### config.mk
export PLATFORM = sky130hd
export DESIGN_NAME = scbc_ctrl
export DESIGN_NICKNAME = d
export VERILOG_FILES = /design/src/rtl/core/scbc_pkg.sv /design/src/rtl/core/scbc_ctrl.sv
export SDC_FILE = /design/constraint.sdc
export NUM_CORES = 1
export LEC_CHECK = 0
export BUFFER_PORTS_ARGS = -buffer_cell sky130_fd_sc_hd__buf_2
export CORE_AREA = 2 2 39 41
export DETAILED_ROUTE_END_ITERATION = 12
export DIE_AREA = 0 0 41 43
export GPL_TIMING_DRIVEN = 1
export HOLD_SLACK_MARGIN = 0.02
export PLACE_DENSITY = 0.52
export SYNTH_ARGS = -nofsm -noshare
export SYNTH_HDL_FRONTEND = slang
export SYNTH_SLANG_ARGS = --single-unit
### constraint.sdc
create_clock -name clk -period 4.25 [get_ports clk]
set_input_delay 0.425 -clock clk [delete_from_list [all_inputs] [get_ports clk]]
set_output_delay 0.425 -clock clk [all_outputs]
set_load 0.02 [all_outputs]
### src/rtl/core/scbc_pkg.sv
// shared types, register codes and constants for the sample consensus classifier
`timescale 1ns / 1ps
`default_nettype none

package scbc_pkg;

	// item field widths
	localparam int PIX_W   = 14;
	localparam int SLOT_W  = 4;
	localparam int COLOR_W = 8;
	localparam int THR_W   = 10;
	localparam int SMP_W   = 3 * COLOR_W;

	// configuration register widths
	localparam int CFG_IDX_W  = 3;
	localparam int CFG_DATA_W = 8;
	localparam int REQ_W      = 7;
	localparam int RATE_W     = 6;

	// threshold format: unsigned Q4.6
	localparam int FRAC_BITS = 6;
	localparam logic [THR_W-1:0] THR_RESET = 10'd960;

	// configuration register indexes
	localparam logic [CFG_IDX_W-1:0] REG_LIMIT0   = 3'd0;
	localparam logic [CFG_IDX_W-1:0] REG_LIMIT1   = 3'd1;
	localparam logic [CFG_IDX_W-1:0] REG_LIMIT2   = 3'd2;
	localparam logic [CFG_IDX_W-1:0] REG_REQUIRED = 3'd3;
	localparam logic [CFG_IDX_W-1:0] REG_RATE     = 3'd4;

	// configuration reset values
	localparam logic [COLOR_W-1:0] LIMIT0_RESET   = 8'd10;
	localparam logic [COLOR_W-1:0] LIMIT1_RESET   = 8'd5;
	localparam logic [COLOR_W-1:0] LIMIT2_RESET   = 8'd5;
	localparam logic [REQ_W-1:0]   REQUIRED_RESET = 7'd2;
	localparam logic [RATE_W-1:0]  RATE_RESET     = 6'd3;

	// item commands
	localparam logic CMD_CLASSIFY = 1'b0;
	localparam logic CMD_WRITE    = 1'b1;

	// controller to datapath
	typedef struct packed {
		logic clr_step;
		logic load_item;
		logic dispatch;
		logic walk_start;
		logic walk_step;
		logic blend;
		logic finish;
	} scbc_cmd_t;

	// datapath to controller
	typedef struct packed {
		logic clr_last;
		logic classify_go;
		logic walk_end;
	} scbc_status_t;

endpackage

`default_nettype wire

### src/rtl/core/scbc_ctrl.sv
// controller state machine: clearing pass, item dispatch, sample walk, result hand-off
`timescale 1ns / 1ps
`default_nettype none

module scbc_ctrl (
	input  wire logic                   clk,
	input  wire logic                   arst_n,
	input  wire logic                   in_valid,
	output logic                        in_ready,
	output logic                        out_valid,
	input  wire logic                   out_ready,
	input  wire scbc_pkg::scbc_status_t status,
	output scbc_pkg::scbc_cmd_t         cmd
);

	typedef enum logic [2:0] {
		ST_CLEAR,
		ST_IDLE,
		ST_DISPATCH,
		ST_THR,
		ST_WALK,
		ST_BLEND,
		ST_FINISH
	} state_t;

	state_t state_q;
	logic   out_valid_q;
	logic   out_free;

	assign out_free  = !out_valid_q || out_ready;
	assign in_ready  = (state_q == ST_IDLE);
	assign out_valid = out_valid_q;

	always_comb begin
		cmd            = '0;
		cmd.clr_step   = (state_q == ST_CLEAR);
		cmd.load_item  = (state_q == ST_IDLE) && in_valid;
		cmd.dispatch   = (state_q == ST_DISPATCH);
		cmd.walk_start = (state_q == ST_THR);
		cmd.walk_step  = (state_q == ST_WALK);
		cmd.blend      = (state_q == ST_BLEND);
		cmd.finish     = (state_q == ST_FINISH) && out_free;
	end

	always_ff @(posedge clk or negedge arst_n) begin
		if (!arst_n) begin
			state_q     <= ST_CLEAR;
			out_valid_q <= 1'b0;
		end else begin
			// a new result word replaces the one leaving in this cycle
			if ((state_q == ST_FINISH) && out_free) begin
				out_valid_q <= 1'b1;
			end else if (out_ready) begin
				out_valid_q <= 1'b0;
			end
			unique case (state_q)
				ST_CLEAR: begin
					if (status.clr_last) begin
						state_q <= ST_IDLE;
					end
				end
				ST_IDLE: begin
					if (in_valid) begin
						state_q <= ST_DISPATCH;
					end
				end
				ST_DISPATCH: begin
					state_q <= status.classify_go ? ST_THR : ST_FINISH;
				end
				ST_THR: begin
					state_q <= ST_WALK;
				end
				ST_WALK: begin
					if (status.walk_end) begin
						state_q <= ST_BLEND;
					end
				end
				ST_BLEND: begin
					state_q <= ST_FINISH;
				end
				ST_FINISH: begin
					if (out_free) begin
						state_q <= ST_IDLE;
					end
				end
				default: begin
					state_q <= ST_IDLE;
				end
			endcase
		end
	end

endmodule

`default_nettype wire

==> results.txt, run 1 <==
Weighted congestion at the end of routability-driven global placement -> 0.712
Final hold violation count -> 0
Vias per std cell -> 4.68
Setup TNS Final -> 0 ns
Number of ports placed on the die boundary -> 16
DRC -> 0
Final Slew Violations -> 0
Grt total ovfl -> 0
Number of buffer and inverter stages on the critical path -> 1
Max stage delay cell, worst path -> sky130_fd_sc_hd__dfrtp_1
Count of vias placed by the detailed router -> 332
Data required, critical path -> 3.83 ns
Post-route core utilization -> 33.5%
HP Class -> in -> reg
Global-route wire length before repair -> 1370 microns
# port buffers -> 15
Most used DFF post-synth -> sky130_fd_sc_hd__dfrtp_1
Number of search-and-repair iterations in the first detailed-routing pass -> 3
Die extent in x -> 41 microns
Via count of the first global-routing pass -> 335
Cell-by-cell listing of the critical path -> nand2b_1 > nor2_2 > buf_2
Number of flops mapped to enable cells by yosys -> 0
Clock tree from TritonCTS -> yes
Cell Area, Synth -> 359 sq um
Actual slew at the worst max-slew pin -> 0.385 ns
Sequential share of the synthesized area -> 27.9%
Number of antenna violations at the first check in global routing -> 0
Average detailed-routed wire length per instance -> 11.1 microns
Proportion of layout cells with a drive suffix above 1 -> 40.0%
Post-synthesis sequential element count -> 4
CTS clock-pin slew for the worst setup and hold paths -> 0.04 ns
Setup clock skew after layout -> 0.00341 ns
Number of nets in the synthesized netlist -> 47
Height of the die -> 43 microns
Detailed Place HPWL -> 609 microns
Time the worst path needs with I/O delays and setup -> 1.81 ns
Main area contributors after synthesis -> sky130_fd_sc_hd__dfrtp_1 28%, sky130_fd_sc_hd__o32ai_4 7.7%, sky130_fd_sc_hd__mux2i_1 5.6%
P&R area growth vs syn -> 28.9%
Endpoint kind of the worst setup timing path -> primary output
Total Routing Usage GR -> 11.6%
RSZ-0062 raised after global routing -> false
Initial standard-cell utilization of the core -> 25.9%
Clk buf depth -> 2
Number of antenna diodes -> 0
Sinks on the clock net -> 4
Total clock buffers created by CTS -> 3
Worst voltage drop across the vdd grid -> 0.154 mV
Largest delay share family, worst path -> flip-flops
Row count -> 14
CTS Root Buffer Type -> sky130_fd_sc_hd__clkbuf_4
Die area -> 1760 sq um
Number of cells produced by synthesis -> 39
Post-CTS setup buffer count -> 0
Largest driver fanout on the critical path -> 10
Final setup viols -> 0
Worst hold slack across all endpoints -> 0.524 ns
Share of flip-flops with an asynchronous set or reset after synthesis -> 100%
Violation count after the first detailed-routing iteration -> 3
Post-synth cell types -> 25
Startpoint-to-endpoint class of the critical path -> reg -> out
Endpoint arrival time on the critical path -> 1.38 ns
Post-layout net count -> 65
Area share of the leading cell type in the synthesized netlist -> 27.9%
Fill cell total of the finished layout -> 148
Number of nets with antenna violations after detailed routing -> 0
Delay of the slowest cell on the worst path -> 0.49 ns
Final clock period utilization by the worst path -> 42.6%
Count of yosys warnings during synthesis -> 0
Max capacitance violation total -> 0
Power per cell area -> 725 nW/um^2
Static Leakage -> 0.240 nW
Result of the run -> finished clean
Worst rel slew slack -> 74.3%
CTS HTree Levels -> 1
Maximum clock frequency -> 553 MHz
Synth Area per Inst -> 9.21 sq um
Placeable core area -> 1380 sq um
Startpoint Class -> flip-flop
Largest area contributor in the synthesized netlist -> sky130_fd_sc_hd__dfrtp_1
Post-Route WL -> 788 microns
Largest net degree at the start of global routing -> 12
Skew-Pair Late Insertion Delay -> 0.23 ns
[layout make-up]
class                   count  area (sq um)  area share [%]
clock buffers               3          22.5            4.86
inverters                   4          15.0            3.24
multi-input cells          28           220            47.6
flip-flops and latches      4           100            21.6
well taps                  16          20.0            4.32
repair buffers             16          85.1            18.4
[cell families (layout without fill, tap and decap cells)]
logic type | Yosys count | count (layout) | synth area share (%)
and+or+nand+nor | 14 | 14 | 22.3
AOI/OAI and AO/OA | 10 | 10 | 25.8
buffers and inverters | 7 | 23 | 10.8
DFF | 4 | 4 | 27.9
muxes | 3 | 3 | 9.76
adders and majority gates | 1 | 1 | 3.48
[tightest hold or removal path: stages]
cell and delay, ns:
sky130_fd_sc_hd__buf_2 0.09, sky130_fd_sc_hd__inv_1 0.06, sky130_fd_sc_hd__o2bb2ai_1 0.12
[final timing paths]
check / from / end / slack [ns] / cells after the start
max: state_q[1] / in_ready / 2.44 / 3
min: in_valid / state_q[0] / 0.52 / 3
max reg2reg: state_q[1] / state_q[0] / 2.55 / 6
min reg2reg: out_valid / out_valid / 0.60 / 2
max in group asynchronous: arst_n / state_q[1] / 3.60 / 2
min in group asynchronous: arst_n / state_q[2] / 0.53 / 2
[timing repair]
action	4_1_cts	5_1_grt
hold buffers	1	0
resized for setup	0	0
endpoints found under the hold margin	4	0
[placed cells by master (no fill, tap or decap)]
master	instances
sky130_fd_sc_hd__a21oi_2	1
sky130_fd_sc_hd__ha_1	1
sky130_fd_sc_hd__o21ai_0	2
sky130_fd_sc_hd__nand2_1	1
sky130_fd_sc_hd__a21oi_1	1
sky130_fd_sc_hd__nor3_1	4
sky130_fd_sc_hd__a2bb2oi_1	2
sky130_fd_sc_hd__and3_1	1
sky130_fd_sc_hd__nor2_2	1
sky130_fd_sc_hd__a31oi_1	1
sky130_fd_sc_hd__mux2i_1	2
sky130_fd_sc_hd__or2b_1	1
sky130_fd_sc_hd__a221oi_1	1
sky130_fd_sc_hd__dlygate4sd3_1	1
sky130_fd_sc_hd__dfrtp_1	4
sky130_fd_sc_hd__nor2b_1	1
sky130_fd_sc_hd__o2bb2ai_1	1
sky130_fd_sc_hd__buf_2	15
sky130_fd_sc_hd__inv_1	4
sky130_fd_sc_hd__nand3b_1	1
sky130_fd_sc_hd__nor2_1	1
sky130_fd_sc_hd__nand2b_1	3
sky130_fd_sc_hd__o32ai_4	1
sky130_fd_sc_hd__clkbuf_4	3
sky130_fd_sc_hd__mux2_4	1
[metrics by stage]
step | area, sq um | worst slack (ns) | power (mW) | std cells
floorplan | 359 | 2.67 | 0.251 | 39
global placement | 430 | 2.58 | 0.290 | 67
detailed placement | 430 | 2.56 | 0.291 | 67
CTS | 463 | 2.43 | 0.338 | 71
global route | 463 | 2.32 | 0.370 | 71
finish | 463 | 2.44 | 0.336 | 71
[routing by layer]
| layer | share of wire [%] | track usage, % |
|---|---|---|
| met2 | 50 | 15.3 |
| met1 | 47 | 16.5 |
| met3 | 3.6 | 1.57 |
| met4 | 0 | 8.00 |
| met5 | 0 | 0 |
[report_power, final]
group / switching, mW / leakage, nW / internal [mW] / total [mW]
Combinational: 0.114 / 0.174 / 0.0893 / 0.203
Clock: 0.0125 / 0.0138 / 0.0314 / 0.0439
Sequential: 0.0373 / 0.0522 / 0.0515 / 0.0888
[synthesized netlist by cell type, drive strengths merged, types with 2 or more instances]
cell	number
a21oi	2
a2bb2oi	2
buf	3
dfrtp	4
inv	4
mux2i	2
nand2b	3
nor2	2
nor3	4
o21ai	2
[sequential cells by signal, indices dropped and copies added (netlist names)]
| register | cells |
|---|---|
| state_q | 3 |
| out_valid | 1 |
Power figures use the tool's default switching activity.
==> run 2: changes to the inputs <==
PLACE_DENSITY = 0.53   (was 0.52)
clock period = 1.49 ns   (was 4.25 ns; I/O delays follow)
==> results.txt, run 2 (same netlist as run 1, synthesis figures left out) <==
Number of antenna violations at the first check in global routing -> 0
Most frequent standard cell in the layout excluding fill and tap cells -> sky130_fd_sc_hd__buf_2
Switching power as a share of total power -> 45.1%
Final setup viols -> 0
Endpoint kind of the worst setup timing path -> primary output
Power per cell area -> 2120 nW/um^2
Largest net degree at the start of global routing -> 10
Final design area excluding fillers -> 522 sq um
Die area -> 1760 sq um
Final Slew Violations -> 0
P&R area growth vs syn -> 45.3%
Clock tree from TritonCTS -> yes
Fill cell total of the finished layout -> 138
Global-route layer with the greatest usage -> met1
Cell-by-cell listing of the critical path -> buf_4 > inv_1 > and3_1 > buf_2
Internal cell power -> 0.608 mW
Result of the run -> finished clean
Setup clock skew after layout -> 0.00332 ns
RSZ-0062 raised after global routing -> true
Clk buf depth -> 2
Commonest cells after routing, fill and taps aside -> 12 x sky130_fd_sc_hd__buf_2, 8 x sky130_fd_sc_hd__buf_4
# port buffers -> 15
Via count of the first global-routing pass -> 320
Final hold violation count -> 0
Max capacitance violation total -> 0
Row count -> 14
HP Class -> in -> async
Worst rel slew slack -> 84.4%
Endpoint arrival time on the critical path -> 1.31 ns
Largest driver fanout on the critical path -> 8
Proportion of layout cells with a drive suffix above 1 -> 51.7%
Time the worst path needs with I/O delays and setup -> 1.46 ns
Data required, critical path -> 1.34 ns
Area taken by multi-input logic gates -> 233 sq um
Worst hold slack across all endpoints -> 0.254 ns
Logic pwr share -> 70.4%
CTS HTree Levels -> 1
Share of total power in the clock network -> 12.0%
CTS Root Buffer Type -> sky130_fd_sc_hd__clkbuf_4
R2R setup slack -> 0.11 ns
GR met3 Demand/Resource -> 3.66%
Global-route wire length before repair -> 1330 microns
Most flops, register -> state_q
Fraction of met1 tracks used by global routing -> 15.5%
Worst voltage drop across the vdd grid -> 0.701 mV
Number of search-and-repair iterations in the first detailed-routing pass -> 4
Weighted congestion at the end of routability-driven global placement -> 0.717
Net switching power -> 0.500 mW
Total clock buffers created by CTS -> 3
Post-layout net count -> 70
Grt total ovfl -> 0
Number of antenna diodes -> 0
CTS clock-pin slew for the worst setup and hold paths -> 0.04 ns
Delay of the slowest cell on the worst path -> 0.40 ns
Number of nets with antenna violations after detailed routing -> 0
Average detailed-routed wire length per instance -> 10.3 microns
Static Leakage -> 0.266 nW
Global routing usage on met2 -> 14.7%
Sinks on the clock net -> 4
Violation count after the first detailed-routing iteration -> 10
Actual slew at the worst max-slew pin -> 0.232 ns
DRC -> 0
Post-Route WL -> 781 microns
Placed inst area -> 453 sq um
Detailed Place HPWL -> 636 microns
Final clock period utilization by the worst path -> 97.8%
Startpoint-to-endpoint class of the critical path -> reg -> out
Flip-flop count of the largest register after layout -> 3
Total Routing Usage GR -> 11.2%
Vias per std cell -> 4.58
Placeable core area -> 1380 sq um
Number of ports placed on the die boundary -> 16
Skew-Pair Late Insertion Delay -> 0.23 ns
Die extent in x -> 41 microns
Sequential group share of total power -> 17.6%
Initial standard-cell utilization of the core -> 25.9%
Height of the die -> 43 microns
FF/Latch Area -> 101 sq um
Total power of the final layout -> 1.11 mW
Maximum clock frequency -> 686 MHz
Startpoint Class -> flip-flop
Count of vias placed by the detailed router -> 348
Max stage delay cell, worst path -> sky130_fd_sc_hd__dfrtp_1
[run 2: power by group through the flow]
stage,Sequential (mW),Combinational (mW),Clock [mW]
global route,0.204,0.855,0.142
finish,0.195,0.781,0.133
floorplan,0.162,0.555,0
detailed placement,0.195,0.681,0
global placement,0.198,0.682,0
CTS,0.196,0.703,0.137
[run 2: critical path: cells and delay by family, from the launching register on]
family        cells  cell delay (ns)
buf+inv           3             0.50
flops             1             0.40
simple gates      1             0.17
[run 2: final timing paths]
check	from	endpoint	depth (start not counted)
setup / recovery	state_q[2]	cmd[3]	4
hold / removal	arst_n	state_q[2]	2
setup reg to reg	state_q[2]	state_q[2]	5
hold reg to reg	out_valid	out_valid	2
max in group asynchronous	arst_n	state_q[0]	2
min in group clk	in_valid	state_q[0]	3
[run 2: stage by stage]
stage / std cells / utilization, % / TNS [ns] / setup WS, ns
final: 76 / 37.7 / 0 / 0.0324
after global routing: 76 / 37.7 / -0.0817 / -0.0378
after CTS: 74 / 35.6 / 0 / 0.0128
after detailed placement: 70 / 32.7 / 0 / 0.0928
after global placement: 70 / 32.7 / 0 / 0.109
after floorplan: 39 / - / 0 / 0.0752
[run 2: layout make-up]
| cell class | count | share of cell area [%] |
|---|---|---|
| multi-input combinational | 28 | 44.6 |
| timing repair buffer | 21 | 24.9 |
| sequential | 4 | 19.4 |
| clock buffer | 3 | 4.32 |
| tap | 16 | 3.84 |
| inverter | 4 | 2.88 |
[run 2: layer usage]
| layer | up-vias | share of wire [%] |
|---|---|---|
| met5 | - | 0 |
| met4 | 0 | 1.8 |
| met3 | 2 | 5.4 |
| met2 | 11 | 48 |
| met1 | 153 | 45 |
| li1 | 182 | - |
[run 2: what timing repair did]
action / 4_1_cts / 5_1_grt
hold endpoints to repair: 4 / 0
setup endpoints to repair: 1 / 9
cloned: 0 / 0
gates resized for setup: 2 / 6
pin swaps: 0 / 2
buffers inserted: 0 / 2
hold buffers: 1 / 0
==> run 3: changes to the inputs <==
BUFFER_PORTS_ARGS = -buffer_cell sky130_fd_sc_hd__clkbuf_2   (was -buffer_cell sky130_fd_sc_hd__buf_2)
HOLD_SLACK_MARGIN = not set   (was 0.02)
==> results.txt, run 3 (same netlist as run 1, synthesis figures left out) <==
Result of the run -> finished clean
Post-Route WL -> 862 microns
Most frequent standard cell in the layout excluding fill and tap cells -> sky130_fd_sc_hd__clkbuf_2
Post-layout net count -> 68
DRC -> 0
Static Leakage -> 0.257 nW
Largest net degree at the start of global routing -> 10
Pre-CTS setup slack -> 0.0452 ns
Count of vias placed by the detailed router -> 344
Finished Layout Cells -> 74
Placeable core area -> 1380 sq um
Post-route core utilization -> 37.7%
Violation count after the first detailed-routing iteration -> 6
Vias per std cell -> 4.65
Number of antenna violations at the first check in global routing -> 0
P&R area growth vs syn -> 45.3%
Time the worst path needs with I/O delays and setup -> 1.41 ns
Max capacitance violation total -> 0
Clock tree from TritonCTS -> yes
Die extent in x -> 41 microns
CTS clock-pin slew for the worst setup and hold paths -> 0.04 ns
Via count of the first global-routing pass -> 347
Number of nets with antenna violations after detailed routing -> 0
Number of ports placed on the die boundary -> 16
Final clock period utilization by the worst path -> 94.3%
Height of the die -> 43 microns
Total Routing Usage GR -> 12.6%
Global-route wire length before repair -> 1460 microns
RSZ-0062 raised after global routing -> false
Endpoint arrival time on the critical path -> 1.26 ns
Setup TNS Final -> 0 ns
Most flops, register -> state_q
Skew-Pair Late Insertion Delay -> 0.25 ns
Startpoint Class -> flip-flop
# port buffers -> 15
Grt total ovfl -> 0
Number of antenna diodes -> 0
Fill cell total of the finished layout -> 143
Total clock buffers created by CTS -> 3
Final setup viols -> 0
Weighted congestion at the end of routability-driven global placement -> 0.752
CTS Root Buffer Type -> sky130_fd_sc_hd__clkbuf_4
Die area -> 1760 sq um
Proportion of layout cells with a drive suffix above 1 -> 55.2%
CTS HTree Levels -> 1
Worst rel slew slack -> 84.9%
Initial standard-cell utilization of the core -> 25.9%
Clk buf depth -> 2
Row count -> 14
Worst voltage drop across the vdd grid -> 0.616 mV
Final hold violation count -> 0
Average detailed-routed wire length per instance -> 11.6 microns
Largest driver fanout on the critical path -> 9
Number of cells after detailed placement -> 69
Total power of the final layout -> 1.12 mW
Startpoint-to-endpoint class of the critical path -> reg -> out
Power per cell area -> 2150 nW/um^2
Minimum setup slack in the final design -> 0.0842 ns
Commonest cells after routing, fill and taps aside -> 11 x sky130_fd_sc_hd__clkbuf_2, 6 x sky130_fd_sc_hd__buf_4, 3 x sky130_fd_sc_hd__nor3_1, 3 x sky130_fd_sc_hd__clkbuf_4
Actual slew at the worst max-slew pin -> 0.224 ns
Final Slew Violations -> 0
Data required, critical path -> 1.34 ns
Endpoint kind of the worst setup timing path -> primary output
HP Class -> in -> reg
Maximum clock frequency -> 711 MHz
Number of search-and-repair iterations in the first detailed-routing pass -> 4
Sinks on the clock net -> 4
Flip-flop count of the largest register after layout -> 3
Setup clock skew after layout -> 0.00642 ns
==> run 3: changes by cell type in the layout (fill, tap and decap cells not counted), sizes merged <==
| cell | change |
|---|---|
| buf | -13 |
| clkbuf | +11 |
==> run 3: metrics by stage <==
stage | area [sq um] | hold WS (ns)
after global routing | 522 | 0.243
final | 522 | 0.228
after global placement | 445 | -0.0417
after detailed placement | 445 | -0.0419
after CTS | 500 | 0.225
after floorplan | 359 | -0.147
==> run 3: per-layer routing <==
metal | GRT usage, % | vias to the layer above | part of all wire, %
met1 | 16.3 | 151 | 39
met2 | 17.8 | 9 | 55
met5 | 0 | - | 0
met4 | 10.0 | 0 | 2.8
li1 | - | 182 | -
met3 | 1.57 | 2 | 3.1
==> run 3: layout make-up <==
class / instances / area (sq um) / share of cell area, %
clock buffers: 3 / 22.5 / 4.32
well taps: 16 / 20.0 / 3.84
inverters: 4 / 17.5 / 3.36
multi-input cells: 28 / 244 / 46.8
flip-flops and latches: 4 / 103 / 19.7
repair buffers: 19 / 115 / 22.1
==> run 3: worst max-delay path, stage by stage (launching register included) <==
cell                       delay (ns)
sky130_fd_sc_hd__dfrtp_1         0.37
sky130_fd_sc_hd__buf_4           0.17
sky130_fd_sc_hd__nand2b_4        0.17
sky130_fd_sc_hd__nor3_1          0.14
sky130_fd_sc_hd__buf_4           0.17
==> run 3: worst paths after layout <==
kind,start,endpoint,slack [ns],depth (start not counted)
min in group asynchronous,arst_n,state_q[2],0.24,2
max,state_q[1],cmd[5],0.08,4
max in group asynchronous,arst_n,state_q[0],1.12,2
min,in_valid,state_q[0],0.23,3
min reg2reg,out_valid,out_valid,0.60,2
max reg2reg,state_q[2],state_q[0],0.09,5
==> run 3: what timing repair did <==
action / CTS / global route
hold endpoints to repair: 4 / 0
buffers inserted: 1 / 0
setup endpoints to repair: 3 / 7
resized for setup: 5 / 12
hold buffers: 1 / 0
==> run 3: where the power goes <==
part	switching, mW	internal (mW)	total (mW)
Clock	0.0535	0.0907	0.144
Combinational	0.413	0.343	0.756
Sequential	0.0691	0.152	0.221
Total	0.536	0.586	1.12
